## src/hdl/brfo_pkg.sv

```systemverilog
// Shared types and constants of the byte ring FIFO with overwrite.
package brfo_pkg;

  // Store geometry
  localparam int unsigned DEPTH = 256;
  localparam int unsigned AW    = $clog2(DEPTH);
  localparam int unsigned CW    = AW + 1;

  // Configuration register indexes
  localparam logic [0:0] CFG_OVERWRITE = 1'b0;
  localparam logic [0:0] CFG_CAPACITY  = 1'b1;

  // Request kind
  typedef enum logic [0:0] {
    KIND_WRITE = 1'b0,
    KIND_READ  = 1'b1
  } kind_e;

  // Result status codes
  typedef enum logic [1:0] {
    ST_WRITTEN  = 2'd0,
    ST_REJECTED = 2'd1,
    ST_READ     = 2'd2,
    ST_EMPTY    = 2'd3
  } status_e;

  // Input request
  typedef struct packed {
    kind_e       kind;
    logic [7:0]  data_byte;
    logic        burst_first;
    logic [15:0] burst_length;
  } in_item_t;

  // Result item
  typedef struct packed {
    status_e     status;
    logic [7:0]  read_data;
    logic        read_valid;
    logic [8:0]  fill_level;
    logic        is_empty;
  } out_item_t;

  // Control-side part of a result, registered in the top level
  typedef struct packed {
    status_e     status;
    logic        read_valid;
    logic [8:0]  fill_level;
    logic        is_empty;
  } res_t;

  // Store access for one request
  typedef struct packed {
    logic          we;
    logic [AW-1:0] waddr;
    logic [7:0]    wdata;
    logic          re;
    logic [AW-1:0] raddr;
  } mem_req_t;

endpackage

```

## src/hdl/brfo_ram.sv

```systemverilog
// Byte store of the ring FIFO: one write port, one registered read port.
module brfo_ram (
  input  logic               clk_i,
  input  brfo_pkg::mem_req_t req_i,
  output logic [7:0]         rdata_o
);

  logic [7:0] mem [brfo_pkg::DEPTH];
  logic [7:0] rdata_q;

  // Write port
  always_ff @(posedge clk_i) begin
    if (req_i.we) begin
      mem[req_i.waddr] <= req_i.wdata;
    end
  end

  // Read port; data holds until the next read
  always_ff @(posedge clk_i) begin
    if (req_i.re) begin
      rdata_q <= mem[req_i.raddr];
    end
  end

  assign rdata_o = rdata_q;

endmodule

```

## src/hdl/brfo_ctrl.sv

```systemverilog
// Ring pointers, fill count, burst admission and configuration registers.
module brfo_ctrl (
  input  logic               clk_i,
  input  logic               rst_ni,
  input  logic               cfg_we_i,
  input  logic [0:0]         cfg_index_i,
  input  logic [8:0]         cfg_wdata_i,
  input  logic               acc_i,
  input  brfo_pkg::in_item_t item_i,
  output brfo_pkg::mem_req_t mem_req_o,
  output brfo_pkg::res_t     res_o
);

  logic                   ow_q;
  logic [8:0]             cap_q;
  logic [brfo_pkg::AW-1:0] wr_q, wr_d;
  logic [brfo_pkg::AW-1:0] rd_q, rd_d;
  logic [brfo_pkg::CW-1:0] cnt_q, cnt_d;
  logic                   drop_q, drop_d;
  logic [8:0]             free;
  logic [brfo_pkg::AW-1:0] wr_adv, rd_adv;
  logic                   wr_ok;

  // Next index, wrapping at the capacity in use
  function automatic logic [brfo_pkg::AW-1:0] advance(
    input logic [brfo_pkg::AW-1:0] idx,
    input logic [8:0]              cap
  );
    logic [8:0] n;
    n = {1'b0, idx} + 9'd1;
    return (n >= cap) ? '0 : n[brfo_pkg::AW-1:0];
  endfunction

  // Configuration; capacity is clamped to 1..DEPTH on the way in
  always_ff @(posedge clk_i or negedge rst_ni) begin
    if (!rst_ni) begin
      ow_q  <= 1'b0;
      cap_q <= 9'(brfo_pkg::DEPTH);
    end else if (cfg_we_i) begin
      if (cfg_index_i == brfo_pkg::CFG_OVERWRITE) begin
        ow_q <= cfg_wdata_i[0];
      end else if (cfg_index_i == brfo_pkg::CFG_CAPACITY) begin
        if (cfg_wdata_i == 9'd0) begin
          cap_q <= 9'd1;
        end else if (cfg_wdata_i > 9'(brfo_pkg::DEPTH)) begin
          cap_q <= 9'(brfo_pkg::DEPTH);
        end else begin
          cap_q <= cfg_wdata_i;
        end
      end
    end
  end

  // Request decode and state update
  always_comb begin
    free   = (cap_q > cnt_q) ? cap_q - cnt_q : 9'd0;
    wr_adv = advance(wr_q, cap_q);
    rd_adv = advance(rd_q, cap_q);
    wr_d   = wr_q;
    rd_d   = rd_q;
    cnt_d  = cnt_q;
    drop_d = drop_q;
    wr_ok  = 1'b0;

    mem_req_o.we    = 1'b0;
    mem_req_o.waddr = wr_q;
    mem_req_o.wdata = item_i.data_byte;
    mem_req_o.re    = 1'b0;
    mem_req_o.raddr = rd_q;

    res_o.status     = brfo_pkg::ST_WRITTEN;
    res_o.read_valid = 1'b0;

    if (item_i.kind == brfo_pkg::KIND_WRITE) begin
      // Admission is decided on the first byte of a burst; with overwriting, every byte is written
      if (ow_q) begin
        if (item_i.burst_first) begin
          drop_d = 1'b0;
        end
        wr_ok = 1'b1;
      end else begin
        if (item_i.burst_first) begin
          drop_d = item_i.burst_length > {7'd0, free};
        end
        wr_ok = !drop_d && (free != 9'd0);
      end
      if (wr_ok) begin
        mem_req_o.we = acc_i;
        wr_d = wr_adv;
        // Full: oldest byte is overwritten, read index follows
        if (cnt_q >= cap_q) begin
          rd_d  = wr_adv;
          cnt_d = cap_q;
        end else begin
          cnt_d = cnt_q + 9'd1;
        end
        res_o.status = brfo_pkg::ST_WRITTEN;
      end else begin
        res_o.status = brfo_pkg::ST_REJECTED;
      end
    end else begin
      if (cnt_q == '0) begin
        res_o.status = brfo_pkg::ST_EMPTY;
      end else begin
        mem_req_o.re     = acc_i;
        rd_d             = rd_adv;
        cnt_d            = cnt_q - 9'd1;
        res_o.status     = brfo_pkg::ST_READ;
        res_o.read_valid = 1'b1;
      end
    end

    res_o.fill_level = cnt_d;
    res_o.is_empty   = (cnt_d == '0);
  end

  // Ring state
  always_ff @(posedge clk_i or negedge rst_ni) begin
    if (!rst_ni) begin
      wr_q   <= '0;
      rd_q   <= '0;
      cnt_q  <= '0;
      drop_q <= 1'b0;
    end else if (acc_i) begin
      wr_q   <= wr_d;
      rd_q   <= rd_d;
      cnt_q  <= cnt_d;
      drop_q <= drop_d;
    end
  end

endmodule

```

## src/hdl/byte_ring_fifo_overwrite.sv

```systemverilog
// Top level of the byte ring FIFO with overwrite.
//
// Each input request is one byte operation: a write (kind 0) or a read
// (kind 1). Write bursts are admitted on their first byte against the free
// space, unless overwriting is enabled, in which case a full buffer drops its
// oldest byte instead. Every request yields exactly one result carrying a
// status, read data, fill level and an empty flag.
// Channels use valid/stall: a request moves on a clock edge with valid high
// and stall low. The configuration port writes register 0 (overwrite
// enable) or register 1 (capacity in use, clamped to 1..256) on any edge with
// cfg_we_i high; write it only while no request is in flight.
// The result is registered at the edge that accepts the request, together with
// the byte read from the store's registered read port. Throughput is one
// request per cycle while the receiver does not stall.
// Reset empties the ring, clears burst dropping, disables overwriting and sets
// the capacity to 256; the byte store itself is not cleared.
// While the receiver stalls, the result holds and in_stall_o is raised so no
// further request is taken until the result is taken.
module byte_ring_fifo_overwrite (
  input  logic                clk_i,
  input  logic                rst_ni,
  input  logic                cfg_we_i,
  input  logic [0:0]          cfg_index_i,
  input  logic [8:0]          cfg_wdata_i,
  input  logic                in_valid_i,
  output logic                in_stall_o,
  input  brfo_pkg::in_item_t  in_data_i,
  output logic                out_valid_o,
  input  logic                out_stall_i,
  output brfo_pkg::out_item_t out_data_o
);

  logic               acc;
  logic               out_valid_q;
  brfo_pkg::res_t     res, res_q;
  brfo_pkg::mem_req_t mem_req;
  logic [7:0]         rdata;

  // Input handshake: blocked only while a result waits on a stalled receiver
  assign in_stall_o = out_valid_q && out_stall_i;
  assign acc        = in_valid_i && !in_stall_o;

  brfo_ctrl u_ctrl (
    .clk_i       (clk_i),
    .rst_ni      (rst_ni),
    .cfg_we_i    (cfg_we_i),
    .cfg_index_i (cfg_index_i),
    .cfg_wdata_i (cfg_wdata_i),
    .acc_i       (acc),
    .item_i      (in_data_i),
    .mem_req_o   (mem_req),
    .res_o       (res)
  );

  brfo_ram u_ram (
    .clk_i   (clk_i),
    .req_i   (mem_req),
    .rdata_o (rdata)
  );

  // Result register
  always_ff @(posedge clk_i or negedge rst_ni) begin
    if (!rst_ni) begin
      out_valid_q <= 1'b0;
    end else if (acc) begin
      out_valid_q <= 1'b1;
    end else if (!out_stall_i) begin
      out_valid_q <= 1'b0;
    end
  end

  always_ff @(posedge clk_i) begin
    if (acc) begin
      res_q <= res;
    end
  end

  // Output assembly; read data is zero unless a byte was taken
  assign out_valid_o           = out_valid_q;
  assign out_data_o.status     = res_q.status;
  assign out_data_o.read_data  = res_q.read_valid ? rdata : 8'd0;
  assign out_data_o.read_valid = res_q.read_valid;
  assign out_data_o.fill_level = res_q.fill_level;
  assign out_data_o.is_empty   = res_q.is_empty;

`ifndef NO_ASSERTIONS
  // A byte is handed out only with the read status
  a_rvalid_status: assert property (@(posedge clk_i) disable iff (!rst_ni)
    out_valid_o |-> (out_data_o.read_valid == (out_data_o.status == brfo_pkg::ST_READ)))
    else $error("read_valid disagrees with status");

  // A read that found nothing leaves the ring empty
  a_empty_read: assert property (@(posedge clk_i) disable iff (!rst_ni)
    (out_valid_o && (out_data_o.status == brfo_pkg::ST_EMPTY))
      |-> (out_data_o.fill_level == 9'd0) && out_data_o.is_empty)
    else $error("empty read with nonzero fill level");

  // The fill level never exceeds the store depth
  a_fill_bound: assert property (@(posedge clk_i) disable iff (!rst_ni)
    out_valid_o |-> (out_data_o.fill_level <= 9'(brfo_pkg::DEPTH)))
    else $error("fill level beyond store depth");

  // A successful read lowers the fill level by one from the previous result
  a_read_dec: assert property (@(posedge clk_i) disable iff (!rst_ni)
    (out_valid_o && !out_stall_i) ##1
    (out_valid_o && $rose(out_valid_o) == 1'b0 &&
     out_data_o.status == brfo_pkg::ST_READ && !$stable(out_data_o))
      |-> (out_data_o.fill_level == $past(out_data_o.fill_level) - 9'd1))
    else $error("read did not lower fill level by one");
`endif

endmodule
```

## config.mk

```make
export PLATFORM = sky130hd
export DESIGN_NAME = byte_ring_fifo_overwrite
export DESIGN_NICKNAME = d
export VERILOG_FILES = /design/src/hdl/brfo_pkg.sv /design/src/hdl/brfo_ram.sv /design/src/hdl/brfo_ctrl.sv /design/src/hdl/byte_ring_fifo_overwrite.sv
export SDC_FILE = /design/constraint.sdc
export NUM_CORES = 2
export LEC_CHECK = 0
export BUFFER_PORTS_ARGS = -buffer_cell sky130_fd_sc_hd__buf_2
export CAP_MARGIN = 0
export CORE_UTILIZATION = 25
export DETAILED_ROUTE_END_ITERATION = 12
export PLACE_DENSITY = 0.5
export SYNTH_ARGS = -nofsm -noshare
export SYNTH_HDL_FRONTEND = slang
export SYNTH_SLANG_ARGS = --single-unit
```

## constraint.sdc

```tcl
create_clock -name clk_i -period 7.6 [get_ports clk_i]
set_clock_uncertainty 0.2 [all_clocks]
set_input_delay 0.76 -clock clk_i [delete_from_list [all_inputs] [get_ports clk_i]]
set_output_delay 0.76 -clock clk_i [all_outputs]
set_load 0.01 [all_outputs]
```

[Word-level counts from Yosys, hierarchy flattened]
Memory sizes are Yosys's and may differ from the RTL's. A register that Yosys moved wholly into a read port is not among the register bits.
Index checks and enable logic that the tools add are counted.
Widths: inputs -> output; s select.
Storage, ports and cells
  logic and storage cells: 77
  memories: 1
  bits in registers: 50
  RAM bits: 2048
  output and inout bits: 23
Cells by class
  order comparisons: 6
  reductions and logical operators: 16
  bitwise gates (word level): 2
  add/subtract/negate cells: 5
  multiplexer cells: 33
  eq/ne operators: 3
Memories
  u_ram.mem: depth 256, width 8, read ports 1, clocked after memory_dff 1, write ports 1, line brfo_ram.sv:8  | logic [7:0] mem [brfo_pkg::DEPTH];
Operator list (number)
  $mux 9: 7
  $mux 8: 7
  $ge 9x9->1: 3
  $logic_not 9->1: 3
  $add 8x1->9 const B: 2
  $mux 1: 18
  $gt 16x9->1: 1
  $add 9x1->9 const B: 1
  $gt 9x9->1: 1
  $gt 9x9->1 const B: 1
  $reduce_bool 9->1: 1
  $sub 9x1->9 const B: 1
  $sub 9x9->9: 1
  $reduce_and 3->1: 2
  $ne 2x2->1 const B: 2
  $reduce_and 2->1: 2
  $reduce_and 4->1: 1
  $reduce_bool 2->1: 2
  $logic_and 1x1->1: 3
  $logic_not 1->1: 2
  $mux 2: 1
  $ne 2x1->1 const B: 1
  $not 1->1: 2

[Depth between registers and ports, before layout]
  depth in word-level cells: 14
  depth in mapped cells: 22
  gate-level depth less buffers: 18

[Modules after synthesis]
From an unflattened synthesis, not the netlist that was laid out.
Second synthesis, totals
  cell total of the unflattened synthesis: 4232
  area, all modules: 83940.5 um^2
Modules (own cells, without submodules)
  brfo_ram: area each 79636.4 um^2, seq. area each 61739.2 um^2, instances 1, cells an instance 3733
  brfo_ctrl: area each 3817.4 um^2, seq. area each 902.1 um^2, instances 1, cells an instance 474
  byte_ring_fifo_overwrite: area each 486.7 um^2, seq. area each 415.4 um^2, instances 1, cells an instance 25

[Worst setup path after synthesis]
No wires, ideal clock.
  path type: reg-to-reg
  start point: register u_ctrl.cnt_q[6] (netlist name)
  end point: memory u_ram.mem[186][0] (enable)
  required time: 7030 ps
  clock period less this slack: 5875 ps
  slack: 1725 ps
  arrival: 5304 ps
  stages on the path, launching flop included: 22
  path buffers: 5
  cell sequence: dfrtp_1 clkbuf_1 inv_1 ha_1 a21oi_1 o21ai_0 or3_1 and2_1 clkbuf_1 clkbuf_1 nand2_1 ha_1 a21o_1 a2111oi_0 nor3_1 o41a_1 o21ai_2 nand3_2 or3b_2 clkbuf_1 buf_2 nor2_1
On the way
  cells in the longest elaborated chain, start to end: 14
  elaborated cells on any way between the ends: 16
  those cells by class: add/sub: 1; order compare: 2; mux: 10; reduce/logical: 3
Ends and longest elaborated chain
  start: declaration: line brfo_ctrl.sv:18  | logic [brfo_pkg::CW-1:0] cnt_q, cnt_d;
  start signal: assignment: line brfo_ctrl.sv:127  | cnt_q <= cnt_d;
  $sub 9x9->9 / $gt 9x9->1 (equally long branches): line brfo_ctrl.sv:56  | free = (cap_q > cnt_q) ? cap_q - cnt_q : 9'd0;
  $mux 9 *: line brfo_ctrl.sv:56
  $gt 16x9->1: line brfo_ctrl.sv:83  | drop_d = item_i.burst_length > {7'd0, free};
  $mux 1: line brfo_ctrl.sv:82  | if (item_i.burst_first) begin
  $mux 1: line brfo_ctrl.sv:76  | if (ow_q) begin
  $mux 1: line brfo_ctrl.sv:74  | if (item_i.kind == brfo_pkg::KIND_WRITE) begin
  $logic_not 1->1: line brfo_ctrl.sv:85  | wr_ok = !drop_d && (free != 9'd0);
  $logic_and 1x1->1 *: line brfo_ctrl.sv:85
  $mux 1 *: line brfo_ctrl.sv:76
  $mux 1 *: line brfo_ctrl.sv:74
  $mux 1 *: line brfo_ctrl.sv:87  | if (wr_ok) begin
  $mux 1 *: line brfo_ctrl.sv:74
  $mux 1 *: line brfo_ram.sv:13  | if (req_i.we) begin
  $mux 1 (not written as such) *: line brfo_ram.sv:14  | mem[req_i.waddr] <= req_i.wdata;
  end: declaration: line brfo_ram.sv:8
Every way passes the cells marked *; elsewhere a longest branch is shown, timed or not. The select of a mux whose other input is x is not followed.

[Worst setup path in the final report]
  start point: register u_ctrl.cnt_q[6] (netlist name)
  end point: memory u_ram.mem[208][6] (enable)
The elaborated chain is that of the path after synthesis.

==> impl_metrics.toml <==
[outcome]
status = "finished, final reports clean"

[setup_path]
path_class = "flip-flop to flip-flop"
r2r-start = "u_ctrl.cnt_q[6]$_DFFE_PN0P_"
cp_max_fo = 18
ff2ff_path_depth = 17
crit_chain = "inv_1 > ha_1 > a21oi_1 > o21ai_0 > or3_1 > and2_1 > nand2_1 > ha_1 > a21o_1 > a2111oi_0 > nor3_1 > o41a_1 > o21ai_2 > nand3_2 > buf_4 > or3_1 > nor2_1"
critical_path_buf_inv_count = 2
cp_top_family = "simple AND/OR/NAND/NOR gates"
critPathLaunchType = "flip-flop"
ff2ff_setup_slack_ps = 1010
cp.arrival_ps = 6870
r2r-end = "u_ram.mem[208][6]$_DFFE_PP_"
cpPeakStageDelay_ps = 740
cp-end-kind = "flip-flop"
cp_slowest_cell = "or3_1"
required_ps = 7880

[synth]
synth_area_leaders = "edfxtp_1 74%, mux4_2 13%, mux2i_1 2.8%"
synth_top_flop_cell = "edfxtp_1"
synth_area_sq_mm = 0.0837
synthArstFlopShare_pct = 1.76
avgSynthCellArea_sq_um = 20.2
syn_nets = 4226
synth_common_cells = "2,069 x edfxtp_1, 498 x mux4_2, 295 x nor2_1"
synth_seq_cells = 2106
yosys.area.top_type = "edfxtp_1"
synth_cells = 4141
yosysTopAreaCellShare_pct = 74.2
seq_area_frac_synth_pct = 75.3
synth_edf_count = 2069
synth_warnings = 0
yosysUniqueCellTypes = 78
yosysMostFrequentCell = "edfxtp_1"

[timing]
drv_slew = 0
fin_ws_ps = 1010
setup_viol = 0
finalCritPeriodShare_pct = 86.7
fmax_mhz = 152
fin_setup_tns_ps = 0
worstMarginPinSlew_ps = 1430
rsz0062_at_grt = "false"
hold_viol_final = 0
whs_ps = 55.8
relSlewSlack_pct = 4.36
min_period_ps = 6590

[placed_design]
gp_congestion = 0.822
port-buffer-count = 63
dpl_cell_area_sq_mm = 0.0906
pre_cts_ws_ps = 1140
dpl.hpwl_mm = 139

[finish]
final_util_pct = 29.4
fillers = 32104
drive_above_1_share_pct = 25.5
area_delta_synth_final_pct = 16.9
design_area_sq_mm = 0.0979
layout.nets = 4504

[detailed_routing]
finalWirelength_mm = 231
dr_wl_met3_mm = 12.7
viasPerCell = 4.63
vias = 41663
drtPass1Iterations = 6
drc = 0
routed.top_layer = "met5"
met2WireLength_mm = 114
routedWlPerCell_um = 25.7
met1_length_mm = 98.3
drt_iter0_markers = 4248
postRouteAntennaNets = 0

[power]
vdd_drop_max_uv = 261
leakage_nw = 31.0
powerDensity_mw_per_mm2 = 348

[clock_network]
htreeDepth = 4
cts_setup_buffers = 0
insertion_delay_ps = 860
clkSinkCount = 2106
cts_buffer_depth = 3
cts_tree = "built"
root_buffer = "clkbuf_16"
clk_pin_slew_ps = 60
cts_inserted_buffers = 218

[run]
cap_violations = 0

[hold_path]
min_delay_path_depth = 3
hold_end = "u_ctrl.cap_q[6]$_DFFE_PN0P_"
min_from = "cfg_wdata_i[6]"
worstHoldPathType = "input port to flip-flop"

[grt]
grt_max_degree = 143
grt_pass1_wl_mm = 329
grtUsageTotal_pct = 13.5
antenna_found_initial = 17
grt_pass1_vias = 42592
grt-ovfl-total = 0

[floorplan]
fp.dieH_um = 581
coreArea_sq_mm = 0.333
rows = 212
dieArea_sq_mm = 0.337
start_util_pct = 25.1
die_w_um = 581
io_pins = 64
[worst max path at each step]
stage                     cells after the start                     endpoint                         from  slack, ps
after detailed placement                     17  u_ram.mem[177][2]$_DFFE_PP_  u_ctrl.cnt_q[6]$_DFFE_PN0P_       1140
after global placement                       17  u_ram.mem[177][4]$_DFFE_PP_  u_ctrl.cnt_q[6]$_DFFE_PN0P_       1120
after CTS                                    17  u_ram.mem[253][3]$_DFFE_PP_  u_ctrl.cnt_q[6]$_DFFE_PN0P_       1070
after global routing                         17  u_ram.mem[208][6]$_DFFE_PP_  u_ctrl.cnt_q[6]$_DFFE_PN0P_        590
after floorplan                              21  u_ram.mem[186][0]$_DFFE_PP_  u_ctrl.cnt_q[6]$_DFFE_PN0P_       1730
final                                        17  u_ram.mem[208][6]$_DFFE_PP_  u_ctrl.cnt_q[6]$_DFFE_PN0P_       1010
[metal layers]
layer,up-vias,GRT usage [%]
li1,17760,-
met1,22209,18.0
met2,1401,22.8
met3,291,2.04
met4,2,3.67
met5,-,0
[placed cells by master (no fill, tap or decap), drive strengths merged, types with 16 or more instances in the layout]
cell type and instances:
nand2b 20, mux2i 235, bufinv 24, mux4 498, a21oi 84, ha 43
clkbuf 251, clkinv 120, o21ai 59, inv 55, nand2 126, o221ai 117
buf 290, o22ai 63, dfrtp 36, nor2 295, nor3 16, edfxtp 2069
nand3 22
[cells by family (layout without fill, tap and decap cells)]
group | Yosys count | count (layout) | synth area share [%]
flops | 2106 | 2106 | 75.3
simple gates | 549 | 549 | 2.87
xor+xnor | 20 | 20 | 0.209
other cells | 0 | 7 | 0
fa+ha+maj | 44 | 44 | 0.666
compound gates | 395 | 395 | 3.28
mux | 736 | 736 | 16.2
buf+inv | 291 | 758 | 1.44
[power breakdown]
group / internal (mW) / total, mW / switching [mW]
registers: 12.9 / 13.3 / 0.425
clock network: 6.16 / 10.7 / 4.53
logic: 4.20 / 10.1 / 5.90
[through the flow]
step | std cells | total power [mW]
after floorplan | 4141 | 19.8
after global placement | 8574 | 23.8
after detailed placement | 8574 | 23.8
after CTS | 8995 | 34.5
after global routing | 8996 | 35.3
final | 9002 | 34.1
[flip-flops by register name, summed over array words and instances (netlist names), 8 cells and up]
register / flops
u_ram.mem: 2048
out_data_o: 13
u_ctrl.cap_q: 9
u_ctrl.cnt_q: 9
u_ctrl.rd_q: 8
u_ctrl.wr_q: 8
u_ram.rdata_o: 8
[area by class of cell]
class,instances,area [sq um],area share (%)
Antenna cell,7,17.5,0.0179
Clock buffer,251,5640,5.76
Clock inverter,158,1580,1.61
Inverter,47,181,0.185
Multi-Input combinational cell,1744,19500,19.9
Sequential cell,2106,63100,64.4
Tap cell,4387,5490,5.61
Timing Repair Buffer,302,2390,2.45
[worst reg2reg max path, delay by kind of cell, from the launching register on]
family,cells,cell delay [ps]
buffers and inverters,2,420
and+or+nand+nor,7,2440
AOI/OAI and AO/OA,6,2010
DFF,1,480
adders and majority gates,2,680
[repair_timing]
action                                  4_1_cts  5_1_grt
endpoints found under the setup margin        0        0
gates resized for setup                       0        0
endpoints found under the hold margin        46        0
hold buffers                                 12        0
No activity file was read; power rests on OpenSTA's default activity.
